## src/mfr_pkg.sv

```systemverilog
// ============================================================================
// mfr_pkg
// Shared codes and types for the RGB median filter.
// ============================================================================
`default_nettype none

package mfr_pkg;

    // configuration register indexes
    typedef enum logic [1:0] {
        CFG_IMAGE_WIDTH   = 2'd0,
        CFG_IMAGE_HEIGHT  = 2'd1,
        CFG_WINDOW_RADIUS = 2'd2,
        CFG_BORDER_MODE   = 2'd3
    } cfg_index_t;

    // border handling codes
    localparam logic [1:0] MODE_ZERO   = 2'd0;
    localparam logic [1:0] MODE_MIRROR = 2'd1;
    localparam logic [1:0] MODE_ADJUST = 2'd2;

    // request codes
    localparam logic REQ_PIXEL = 1'b0;
    localparam logic REQ_FLUSH = 1'b1;

    // register reset values
    localparam logic [10:0] RST_WIDTH  = 11'd640;
    localparam logic [15:0] RST_HEIGHT = 16'd480;
    localparam logic [1:0]  RST_RADIUS = 2'd2;
    localparam logic [1:0]  RST_MODE   = MODE_ZERO;

    localparam int CFG_DW = 16;
    localparam int PIX_W  = 24;

    // tag carried alongside a window on its way to the sorter
    typedef struct packed {
        logic valid;
        logic last;
    } item_tag_t;

endpackage

`default_nettype wire

```

## src/mfr_ctrl.sv

```systemverilog
// ============================================================================
// mfr_ctrl
// Stream position counters, line write addressing, window read addressing
// and border decode for each emitted pixel.
// ============================================================================
`default_nettype none

module mfr_ctrl
    import mfr_pkg::*;
#(
    parameter int MAX_WIDTH  = 1024,
    parameter int MAX_RADIUS = 2,
    parameter int LR         = 2 * MAX_RADIUS + 1,
    parameter int SW         = $clog2(LR),
    parameter int WW         = $clog2(MAX_WIDTH + 1),
    parameter int AW         = $clog2((MAX_WIDTH + LR - 1) / LR)
)
(
    input  wire logic             clk,
    input  wire logic             rst_n,
    input  wire logic [WW-1:0]    w_eff,
    input  wire logic [15:0]      h_eff,
    input  wire logic [1:0]       r_eff,
    input  wire logic [1:0]       mode,
    input  wire logic             acc,
    input  wire logic             req_type,
    input  wire logic [PIX_W-1:0] pixel,
    input  wire logic             en1,
    output logic                  wr_en,
    output logic      [SW-1:0]    wr_slot,
    output logic      [SW-1:0]    wr_res,
    output logic      [AW-1:0]    wr_addr,
    output logic      [PIX_W-1:0] wr_data,
    output logic      [AW-1:0]    rd_addr [LR],
    output item_tag_t             s1_tag,
    output logic      [SW-1:0]    s1_col_sel [LR],
    output logic      [SW-1:0]    s1_row_sel [LR],
    output logic [LR*LR-1:0]      s1_win_valid,
    output logic [LR*LR-1:0]      s1_win_zero
);

    localparam int NWIN = LR * LR;
    localparam int CW   = $clog2(MAX_WIDTH);
    localparam int CS   = WW + 2;
    localparam int RS   = 18;
    localparam int PW   = $clog2(MAX_RADIUS * MAX_WIDTH + MAX_RADIUS + 2);
    localparam int RSH  = WW + 3;
    localparam int RK   = ((1 << RSH) + LR - 1) / LR;
    localparam int KW   = $clog2(RK + 1);

    // stream position
    logic [CW-1:0] in_col_reg, in_col_next, out_col_reg, out_col_next;
    logic [AW-1:0] in_q_reg, in_q_next, out_q_reg, out_q_next;
    logic [SW-1:0] in_r_reg, in_r_next, out_r_reg, out_r_next;
    logic [SW-1:0] in_slot_reg, in_slot_next, out_slot_reg, out_slot_next;
    logic [15:0]   out_row_reg, out_row_next;
    logic [PW-1:0] pending_reg, pending_next;

    // stage 1 window control
    item_tag_t     tag_reg, tag_next;
    logic [SW-1:0] col_sel_reg [LR];
    logic [SW-1:0] col_sel_next [LR];
    logic [SW-1:0] row_sel_reg [LR];
    logic [SW-1:0] row_sel_next [LR];
    logic [NWIN-1:0] win_valid_reg, win_valid_next, win_zero_reg, win_zero_next;

    logic          is_pixel, emit;
    logic [PW-1:0] lag;

    assign is_pixel = (req_type == REQ_PIXEL);
    assign lag      = PW'(r_eff) * PW'(w_eff) + PW'(r_eff);
    assign emit     = is_pixel ? ((PW'(pending_reg) + 1'b1) > lag) : (pending_reg != '0);

    assign wr_en   = acc && is_pixel;
    assign wr_slot = in_slot_reg;
    assign wr_res  = in_r_reg;
    assign wr_addr = in_q_reg;
    assign wr_data = pixel;

    // counter advance
    always_comb
    begin
        in_col_next   = in_col_reg;
        in_q_next     = in_q_reg;
        in_r_next     = in_r_reg;
        in_slot_next  = in_slot_reg;
        out_col_next  = out_col_reg;
        out_q_next    = out_q_reg;
        out_r_next    = out_r_reg;
        out_slot_next = out_slot_reg;
        out_row_next  = out_row_reg;
        pending_next  = pending_reg;
        if (acc)
        begin
            if (is_pixel)
            begin
                if ((WW'(in_col_reg) + 1'b1) >= w_eff)
                begin
                    in_col_next  = '0;
                    in_q_next    = '0;
                    in_r_next    = '0;
                    in_slot_next = (in_slot_reg == SW'(LR - 1)) ? '0 : in_slot_reg + 1'b1;
                end
                else
                begin
                    in_col_next = in_col_reg + 1'b1;
                    if (in_r_reg == SW'(LR - 1))
                    begin
                        in_r_next = '0;
                        in_q_next = in_q_reg + 1'b1;
                    end
                    else
                    begin
                        in_r_next = in_r_reg + 1'b1;
                    end
                end
                if (!emit)
                begin
                    pending_next = pending_reg + 1'b1;
                end
            end
            else if (emit)
            begin
                pending_next = pending_reg - 1'b1;
            end
            if (emit)
            begin
                if ((WW'(out_col_reg) + 1'b1) >= w_eff)
                begin
                    out_col_next  = '0;
                    out_q_next    = '0;
                    out_r_next    = '0;
                    out_slot_next = (out_slot_reg == SW'(LR - 1)) ? '0 : out_slot_reg + 1'b1;
                    out_row_next  = ((17'(out_row_reg) + 1'b1) >= 17'(h_eff)) ?
                                    '0 : out_row_reg + 1'b1;
                end
                else
                begin
                    out_col_next = out_col_reg + 1'b1;
                    if (out_r_reg == SW'(LR - 1))
                    begin
                        out_r_next = '0;
                        out_q_next = out_q_reg + 1'b1;
                    end
                    else
                    begin
                        out_r_next = out_r_reg + 1'b1;
                    end
                end
            end
        end
    end

    // window decode
    logic signed [CS-1:0] jj, wm1, bcol, xs, xx, tx, kk;
    logic signed [RS-1:0] ii, hm1, ys, yy, ty, dy;
    logic signed [AW:0]   qb;
    logic [SW-1:0]        rb;
    logic signed [SW+1:0] rt, st;
    logic [SW:0]          ksum;
    logic [WW-1:0]        wm1u;
    logic [WW+KW-1:0]     prod, wq_full;
    logic [WW-1:0]        wrem;
    logic                 spec, mirror;
    logic [LR-1:0]        col_in, col_r, row_in, row_r;

    always_comb
    begin
        mirror = (mode == MODE_MIRROR);
        jj     = CS'($signed({1'b0, out_col_reg}));
        wm1u   = w_eff - 1'b1;
        wm1    = CS'($signed({1'b0, wm1u}));
        ii     = RS'($signed({1'b0, out_row_reg}));
        hm1    = RS'($signed({1'b0, h_eff})) - 1;

        // (W-1) / LR by reciprocal
        prod    = (WW + KW)'(wm1u) * (WW + KW)'(RK);
        wq_full = prod >> RSH;
        wrem    = wm1u - WW'(wq_full * (WW + KW)'(LR));

        // every mirrored column collapses onto W-1 when the whole window is past it
        spec = mirror && ((jj - CS'($signed({1'b0, r_eff}))) > wm1);
        if (spec)
        begin
            bcol = wm1;
            qb   = $signed({1'b0, AW'(wq_full)});
            rb   = SW'(wrem);
        end
        else
        begin
            bcol = jj - CS'(MAX_RADIUS);
            rt   = $signed({2'b00, out_r_reg}) - (SW + 2)'(MAX_RADIUS);
            if (rt < 0)
            begin
                rb = SW'(rt + (SW + 2)'(LR));
                qb = $signed({1'b0, out_q_reg}) - 2'sd1;
            end
            else
            begin
                rb = SW'(rt);
                qb = $signed({1'b0, out_q_reg});
            end
        end
        rt = '0;

        for (int m = 0; m < LR; m++)
        begin
            rd_addr[m] = AW'(qb + (((SW + 1)'(m) < {1'b0, rb}) ? 2'sd1 : 2'sd0));
        end

        for (int xi = 0; xi < LR; xi++)
        begin
            xs = CS'(xi - MAX_RADIUS);
            xx = jj + xs;
            if (xx > wm1)
            begin
                tx = jj - xs;
            end
            else if (xx < 0)
            begin
                tx = -xx;
            end
            else
            begin
                tx = xx;
            end
            if (tx < 0)
            begin
                tx = '0;
            end
            if (tx > wm1)
            begin
                tx = wm1;
            end
            kk   = mirror ? (tx - bcol) : CS'(xi);
            ksum = {1'b0, rb} + (SW + 1)'(kk);
            if (ksum >= (SW + 1)'(LR))
            begin
                ksum = ksum - (SW + 1)'(LR);
            end
            col_sel_next[xi] = SW'(ksum);
            col_in[xi] = (xx >= 0) && (xx <= wm1);
            col_r[xi]  = (xi >= MAX_RADIUS - 32'(r_eff)) && (xi <= MAX_RADIUS + 32'(r_eff));
        end

        for (int yi = 0; yi < LR; yi++)
        begin
            ys = RS'(yi - MAX_RADIUS);
            yy = ii + ys;
            if (mirror)
            begin
                if (yy > hm1)
                begin
                    ty = ii - ys;
                end
                else if (yy < 0)
                begin
                    ty = -yy;
                end
                else
                begin
                    ty = yy;
                end
                if (ty < 0)
                begin
                    ty = '0;
                end
                if (ty > hm1)
                begin
                    ty = hm1;
                end
                dy = ty - ii;
                if (dy < -RS'(MAX_RADIUS))
                begin
                    dy = -RS'(MAX_RADIUS);
                end
                if (dy > RS'(MAX_RADIUS))
                begin
                    dy = RS'(MAX_RADIUS);
                end
            end
            else
            begin
                ty = yy;
                dy = ys;
            end
            st = $signed({2'b00, out_slot_reg}) + (SW + 2)'(dy);
            if (st < 0)
            begin
                st = st + (SW + 2)'(LR);
            end
            else if (st >= (SW + 2)'(LR))
            begin
                st = st - (SW + 2)'(LR);
            end
            row_sel_next[yi] = SW'(st);
            row_in[yi] = (yy >= 0) && (yy <= hm1);
            row_r[yi]  = (yi >= MAX_RADIUS - 32'(r_eff)) && (yi <= MAX_RADIUS + 32'(r_eff));
        end

        for (int xi = 0; xi < LR; xi++)
        begin
            for (int yi = 0; yi < LR; yi++)
            begin
                win_valid_next[xi * LR + yi] = col_r[xi] && row_r[yi] &&
                    ((mode != MODE_ADJUST) || (col_in[xi] && row_in[yi]));
                win_zero_next[xi * LR + yi] = (mode != MODE_MIRROR) &&
                    (mode != MODE_ADJUST) && !(col_in[xi] && row_in[yi]);
            end
        end

        tag_next.valid = acc && emit;
        tag_next.last  = (out_row_reg == (h_eff - 1'b1)) && (WW'(out_col_reg) == wm1u);
    end

    always_ff @(posedge clk or negedge rst_n)
    begin
        if (!rst_n)
        begin
            in_col_reg   <= '0;
            in_q_reg     <= '0;
            in_r_reg     <= '0;
            in_slot_reg  <= '0;
            out_col_reg  <= '0;
            out_q_reg    <= '0;
            out_r_reg    <= '0;
            out_slot_reg <= '0;
            out_row_reg  <= '0;
            pending_reg  <= '0;
            tag_reg      <= '0;
        end
        else
        begin
            in_col_reg   <= in_col_next;
            in_q_reg     <= in_q_next;
            in_r_reg     <= in_r_next;
            in_slot_reg  <= in_slot_next;
            out_col_reg  <= out_col_next;
            out_q_reg    <= out_q_next;
            out_r_reg    <= out_r_next;
            out_slot_reg <= out_slot_next;
            out_row_reg  <= out_row_next;
            pending_reg  <= pending_next;
            if (en1)
            begin
                tag_reg <= tag_next;
            end
        end
    end

    always_ff @(posedge clk)
    begin
        if (en1)
        begin
            col_sel_reg   <= col_sel_next;
            row_sel_reg   <= row_sel_next;
            win_valid_reg <= win_valid_next;
            win_zero_reg  <= win_zero_next;
        end
    end

    assign s1_tag       = tag_reg;
    assign s1_col_sel   = col_sel_reg;
    assign s1_row_sel   = row_sel_reg;
    assign s1_win_valid = win_valid_reg;
    assign s1_win_zero  = win_zero_reg;

endmodule

`default_nettype wire

```

## config.mk

```make
export PLATFORM = sky130hd
export DESIGN_NAME = mfr_ctrl
export DESIGN_NICKNAME = d
export VERILOG_FILES = /design/src/mfr_pkg.sv /design/src/mfr_ctrl.sv
export SDC_FILE = /design/constraint.sdc
export NUM_CORES = 1
export LEC_CHECK = 0
export BUFFER_PORTS_ARGS = -buffer_cell sky130_fd_sc_hd__buf_2
export CAP_MARGIN = 20
export CORE_MARGIN = 2
export CORE_UTILIZATION = 39
export CTS_BUF_LIST = sky130_fd_sc_hd__clkbuf_8
export DETAILED_ROUTE_END_ITERATION = 8
export PLACE_DENSITY_LB_ADDON = 0.15
export SYNTH_ARGS = -nofsm -noshare
export SYNTH_HDL_FRONTEND = slang
export SYNTH_SLANG_ARGS = --single-unit
```

## constraint.sdc

```tcl
create_clock -name clk -period 25.8 [get_ports clk]
set_input_delay 5.16 -clock clk [delete_from_list [all_inputs] [get_ports clk]]
set_output_delay 5.16 -clock clk [all_outputs]
set_load 0.01 [all_outputs]
```

==> impl_metrics.csv, run 1 <==
group,metric,value,unit
synthesis,synth_seq_cells,158,
synthesis,synth-compound-area-share,20.6,%
power_and_ir_drop,seq_power_share,11.6,%
worst_setup_path,criticalPathCategory,"primary input to primary output",
clock_tree,root_buffer,"clkbuf_8",
placement,dpl.hpwl,84800,microns
floorplanning,initial_utilization,39.2,%
final_layout,final_common_cell,"ha_1",
synthesis,yosys.area_share.simple,21.5,%
clock_tree,clk_pin_slew_worst_paths,140,ps
clock_tree,cts.repair.resized,0,
synthesis,seq_area_frac_synth,13.9,%
sta,timing.final.crit_share,75.7,%
placement,globalplace.congestion,0.975,
global_route,first_global_vias,28671,
synthesis,ys.flop_type,"edfxtp_1",
detailed_routing,route.detailed.drc,0,
worst_setup_path,critPathCaptureType,"primary output",
clock_tree,htree_levels,4,
worst_setup_path,rrSetupSlack,9930,ps
synthesis,synth_cells,4001,
detailed_routing,ant_nets,0,
synthesis,synthAdderAreaFrac,25.0,%
sta,fmax,51.2,MHz
placement,dp.cells,5122,
sta,hold_viol,0,
final_layout,nets,4730,
worst_setup_path,path_delay_family,"adder cells",
clock_tree,post-cts-setup-buffer-count,0,
sta,finalSetupTns,0,ps
worst_setup_path,startpoint,"w_eff[0]",
synthesis,syn_nets,4649,
floorplanning,coreArea,80200,sq um
worst_setup_path,cp.buffers_inverters,9,
sta,maxSlewHeadroom,18.5,%
synthesis,synth_top_family_by_area,"adder cells",
sta,rsz0062_at_grt,"false",
worst_setup_path,arrival,14370,ps
synthesis,syn-cell-area,31400,sq um
detailed_routing,drt_iter0_drc,2725,
synthesis,synth_area_per_cell,7.86,sq um
floorplanning,ios,221,
global_route,grt_usage,26.6,%
power_and_ir_drop,cellLeakagePower,0.0154,uW
detailed_routing,route.vias.total,30117,
synthesis,synth-edff-count,80,
synthesis,synth_mux_area_share,3.69,%
floorplanning,fp.dieH,288,microns
power_and_ir_drop,combPwrFrac,82.5,%
final_layout,final_cell_mix,"ha_1 (535), nand2_1 (362), nor2_1 (324)",
final_layout,fillers,8419,
power_and_ir_drop,p_clk_share,5.8,%
worst_setup_path,endpoint,"rd_addr[36]",
worst_setup_path,reg2regPathDepth,57,
power_and_ir_drop,internal-power,1840,uW
power_and_ir_drop,swShare,53.6,%
worst_setup_path,path_depth,32,
synthesis,ys_warn_count,0,
worst_setup_path,r2r_end,"s1_row_sel[10]$_DFFE_PP_",
floorplanning,die_width,288,microns
detailed_routing,finalWirelength,111000,microns
sta,tightestPinTransition,1220,ps
placement,portBuffers,172,
worst_setup_path,cp_slowest_cell,"clkinv_1",
final_layout,multi_input_area,25200,sq um
worst_setup_path,start_kind,"primary input",
clock_tree,cts_sinks,158,
worst_setup_path,crit_fanout,17,
clock_tree,clock_latency,590,ps
final_layout,area_growth,7.49,%
global_route,grt_pass1_wl,171000,microns
clock_tree,numCtsBuffers,17,
detailed_routing,vias_per_cell,5.84,
synthesis,synth_cell_types,105,
outcome,status,"finished clean",
worst_setup_path,slowest_delay,810,ps
worst_setup_path,crit_required,20640,ps
detailed_routing,wl_per_cell,21.5,microns
power_and_ir_drop,p_switching,2130,uW
final_layout,ff_latch_area,4350,sq um
worst_setup_path,reg2reg_from,"out_row_reg[1]$_DFFE_PN0P_",
floorplanning,die_area,82900,sq um
synthesis,synthXorXnorAreaFrac,9.08,%
global_route,overflow,0,
power_and_ir_drop,p_per_area,117,nW/um^2
hold_path,hold_path_class,"register to register",
global_route,antenna_found_initial,2,
run,drv_cap,0,
sta,slew_viol_final,0,
floorplanning,placementRows,104,
final_layout,layoutNonFillerInstCount,5159,
sta,finClkSkew,45.1,ps
sta,min_period,19530,ps
synthesis,synthArstFlopShare,49.4,%
global_route,grt_max_degree,48,
detailed_routing,first_pass_iters,6,
clock_tree,cts.path.max_buffers,2,
sta,finalSetupViolations,0,
clock_tree,cts_tree,"built",
clock_tree,cts_hold_buf,0,
final_layout,layout-drive-gt1-share,9.43,%
power_and_ir_drop,vdd_ir_drop_max,0.0703,mV
## cells by family after synthesis
family | Yosys count
xor+xnor | 320
mux | 110
compound gates | 987
fa+ha+maj | 597
flops | 158
buf+inv | 478
simple gates | 1351
## layer usage
metal	GRT usage [%]	part of all wire (%)	vias up
li1	-	-	14669
met1	36.9	46	14168
met2	41.9	43	1091
met3	4.14	7.2	189
met4	8.67	3.3	0
met5	0	0	-
## area by class of cell
type                            count  share of cell area, %
Multi-Input combinational cell   3365                   74.4
Sequential cell                   158                   12.9
Timing Repair Buffer              241                   4.10
Tap cell                         1060                   3.93
Inverter                          299                   3.32
Clock buffer                       17                  0.692
Clock inverter                     15                  0.607
Antenna cell                        4                 0.0296
## power by group through the flow
stage,clock network (uW),logic [uW],registers (uW)
floorplan,0,2420,455
global placement,0,3230,468
detailed placement,0,3250,466
CTS,242,3270,461
global route,250,3680,470
finish,232,3270,461
## worst min-delay path by stage
stage	start	to	slack [ps]	cells after the start
floorplan	in_col_reg[9]$_DFFE_PN0P_	in_col_reg[9]$_DFFE_PN0P_	480	2
global placement	s1_tag[1]$_DFFE_PN0P_	s1_tag[1]$_DFFE_PN0P_	490	1
detailed placement	s1_tag[1]$_DFFE_PN0P_	s1_tag[1]$_DFFE_PN0P_	500	1
CTS	s1_tag[1]$_DFFE_PN0P_	s1_tag[1]$_DFFE_PN0P_	530	1
global route	s1_tag[1]$_DFFE_PN0P_	s1_tag[1]$_DFFE_PN0P_	540	1
finish	s1_tag[1]$_DFFE_PN0P_	s1_tag[1]$_DFFE_PN0P_	520	1
## worst reg2reg max path, delay by kind of cell, from the launching register on
family | cells | cell delay [ps]
flip-flops | 1 | 400
AO/OA/AOI/OAI | 23 | 5700
buffers and inverters | 6 | 1570
XOR/XNOR | 1 | 430
AND/OR/NAND/NOR | 19 | 5200
adder cells (fa/ha/maj) | 7 | 2080
multiplexers | 1 | 270
## synthesized netlist by cell type, types with 21 or more instances
master,instances,area [sq um]
buf_4,28,210
nor2_1,324,1220
or2_2,22,138
fa_1,53,1060
o211ai_1,34,255
a21o_1,95,713
nor4_1,50,313
ha_1,535,6690
o31ai_1,39,293
clkbuf_1,110,413
o22ai_1,22,138
o21ai_0,223,1120
nor3_1,118,591
buf_2,25,125
and2_1,48,300
nand2_1,362,1360
o21a_1,79,593
or3_1,30,188
inv_1,284,1070
mux2i_1,71,711
nand4_1,75,469
a21oi_1,233,1170
and3_1,22,138
dfrtp_1,78,1950
a31oi_1,21,131
edfxtp_1,80,2400
xnor2_1,227,1990
nand3_1,114,571
a21boi_0,32,240
nor2b_1,49,307
nand2b_1,35,219
mux2_2,32,360
a211oi_1,27,203
xor2_1,87,762
## metrics by stage
step	total power, uW	hold WS, ps	setup WS (ps)	area (sq um)	util, %
final	3970	521	6270	33800	42.2
after floorplan	2870	484	8040	31400	-
after global routing	4400	545	5110	33800	42.1
after detailed placement	3720	495	6020	33300	41.6
after CTS	3970	527	6200	33800	42.1
after global placement	3700	485	6210	33300	41.6
(Power assumes the default switching activity.)
==> run 2, diff against run 1 <==
- clock period: 25.8 -> 16 ns (I/O delays scaled with it)
==> run 2 against run 1 <==
- sequential power up 61%
- sequential share of layout area down 0.14 points
- first-iteration DRC count down 0.55%
- routed wire length up 1.2%
- register-to-register slack worse by 7800 ps
- clock power up 51%
- hold slack better by 19 ps
- flip-flop and latch count unchanged
- clock skew down 6.9 ps
- via count up 0.99%
- highest routed layer unchanged
==> impl_metrics.csv, run 2 (synthesized netlist as in run 1, its figures left out) <==
group,metric,value,unit
power_and_ir_drop,p_per_area,187,nW/um^2
detailed_routing,route.vias.total,30416,
floorplanning,die_area,82900,sq um
clock_tree,cts.repair.resized,0,
placement,dpl.hpwl,86900,microns
sta,slew_viol_final,0,
floorplanning,initial_utilization,39.2,%
global_route,antenna_found_initial,4,
clock_tree,cts_hold_buf,0,
clock_tree,cts_sinks,158,
final_layout,fillers,8263,
global_route,grt_pass1_wl,170000,microns
final_layout,area_growth,8.63,%
detailed_routing,wl_per_cell,21.6,microns
worst_setup_path,cp.buffers_inverters,4,
floorplanning,fp.dieH,288,microns
clock_tree,cts_tree,"built",
clock_tree,cts.path.max_buffers,2,
detailed_routing,route.detailed.drc,0,
floorplanning,ios,221,
worst_setup_path,path_delay_family,"compound AO/OA/AOI/OAI gates",
worst_setup_path,crit_required,16340,ps
global_route,grt_max_degree,57,
detailed_routing,drt_iter0_drc,2710,
final_layout,final_common_cell,"ha_1",
power_and_ir_drop,cellLeakagePower,0.0157,uW
worst_setup_path,critPathCaptureType,"register",
sta,finalSetupTns,0,ps
sta,finClkSkew,38.2,ps
worst_setup_path,crit_fanout,10,
final_layout,nets,4773,
sta,maxSlewHeadroom,26.9,%
placement,placed_cell_area,33700,sq um
global_route,grt_usage,26.6,%
detailed_routing,finalWirelength,112000,microns
clock_tree,root_buffer,"clkbuf_8",
final_layout,final_cell_mix,"ha_1 (535), nand2_1 (362), nor2_1 (324)",
clock_tree,clk_pin_slew_worst_paths,140,ps
worst_setup_path,cp_slowest_cell,"fa_1",
worst_setup_path,start_kind,"primary input",
sta,finalSetupViolations,0,
detailed_routing,vias_per_cell,5.85,
floorplanning,die_width,288,microns
power_and_ir_drop,vdd_ir_drop_max,0.145,mV
sta,fmax,65.7,MHz
final_layout,postLayoutCellArea,34100,sq um
outcome,status,"finished clean",
worst_setup_path,criticalPathCategory,"primary input to register",
sta,hold_slack,541,ps
clock_tree,clock_latency,600,ps
sta,hold_viol,0,
clock_tree,numCtsBuffers,17,
clock_tree,post-cts-setup-buffer-count,0,
global_route,overflow,0,
sta,min_period,15230,ps
clock_tree,htree_levels,4,
worst_setup_path,cp_common_cell,"ha_1",
floorplanning,coreArea,80200,sq um
final_layout,layout-drive-gt1-share,10.5,%
final_layout,finish.utilization,42.6,%
run,drv_cap,0,
global_route,first_global_vias,28233,
sta,tightestPinTransition,1090,ps
sta,timing.final.crit_share,95.2,%
detailed_routing,first_pass_iters,6,
detailed_routing,ant_nets,0,
placement,portBuffers,172,
hold_path,hold_path_class,"register to register",
sta,rsz0062_at_grt,"false",
floorplanning,placementRows,104,
placement,globalplace.congestion,0.995,
worst_setup_path,slowest_delay,500,ps
worst_setup_path,arrival,15570,ps
run 2: cell types whose count changed in the layout (fill, tap and decap cells not counted), moves of 2 or more:
cell	before	now
buf_4	71	113
diode_2	4	2
bufinv_16	3	0
a2111oi_0	13	11
a2111oi_1	1	3
inv_8	5	0
clkinv_4	0	2
inv_12	0	3
clkinv_8	1	8
run 2: path summary, 6_finish.rpt:
kind | start | to | slack, ps | cells after the start
worst max-delay path | h_eff[0] | s1_row_sel[4]$_DFFE_PP_ | 770 | 51
max in group asynchronous | rst_n | s1_tag[0]$_DFFE_PN0P_ | 12300 | 2
worst max register to register | out_row_reg[1]$_DFFE_PN0P_ | s1_row_sel[10]$_DFFE_PP_ | 2150 | 54
worst min register to register | wr_slot[2]$_DFFE_PN0P_ | wr_slot[2]$_DFFE_PN0P_ | 540 | 1
min in group asynchronous | rst_n | wr_addr[7]$_DFFE_PN0P_ | 2580 | 1
worst min-delay path | wr_slot[2]$_DFFE_PN0P_ | wr_slot[2]$_DFFE_PN0P_ | 540 | 1
run 2: layer usage:
metal / global-route usage [%] / part of all wire, % / vias to the layer above
li1: - / - / 14700
met1: 37.1 / 46 / 14457
met2: 42.2 / 44 / 1050
met3: 3.42 / 6.8 / 209
met4: 9.17 / 3.3 / 0
met5: 0 / 0 / -
run 2: area by class of cell:
class                   instances  area (sq um)  share of cell area [%]
diodes                          2          5.00                  0.0147
clock buffers                  17           234                   0.685
clock inverters                15           214                   0.627
inverters                     299          1120                    3.29
multi-input cells            3366         25200                    73.8
flip-flops and latches        158          4350                    12.8
well taps                    1060          1330                    3.88
repair buffers                283          1700                    4.98
run 2: where the power goes:
part / total (uW) / switching [uW] / internal, uW
clock: 350 / 226 / 124
sequential: 743 / 118 / 625
combinational: 5290 / 3090 / 2210
total: 6390 / 3430 / 2950
run 2: through the flow:
stage | worst slack [ps] | std cells | total power [uW]
4_1_cts | 859 | 5197 | 6390
2_1_floorplan | 393 | 4001 | 4630
6_report | 771 | 5200 | 6390
3_3_place_gp | 221 | 5165 | 5970
3_5_place_dp | 249 | 5165 | 6000
5_1_grt | 17.0 | 5199 | 7090
run 2: worst reg2reg max path: cells and delay by family (launching register included):
kind	cells	cell delay (ps)
simple gates	20	4650
buf+inv	3	690
flops	1	460
mux	2	550
compound gates	22	5020
fa+ha+maj	7	2270
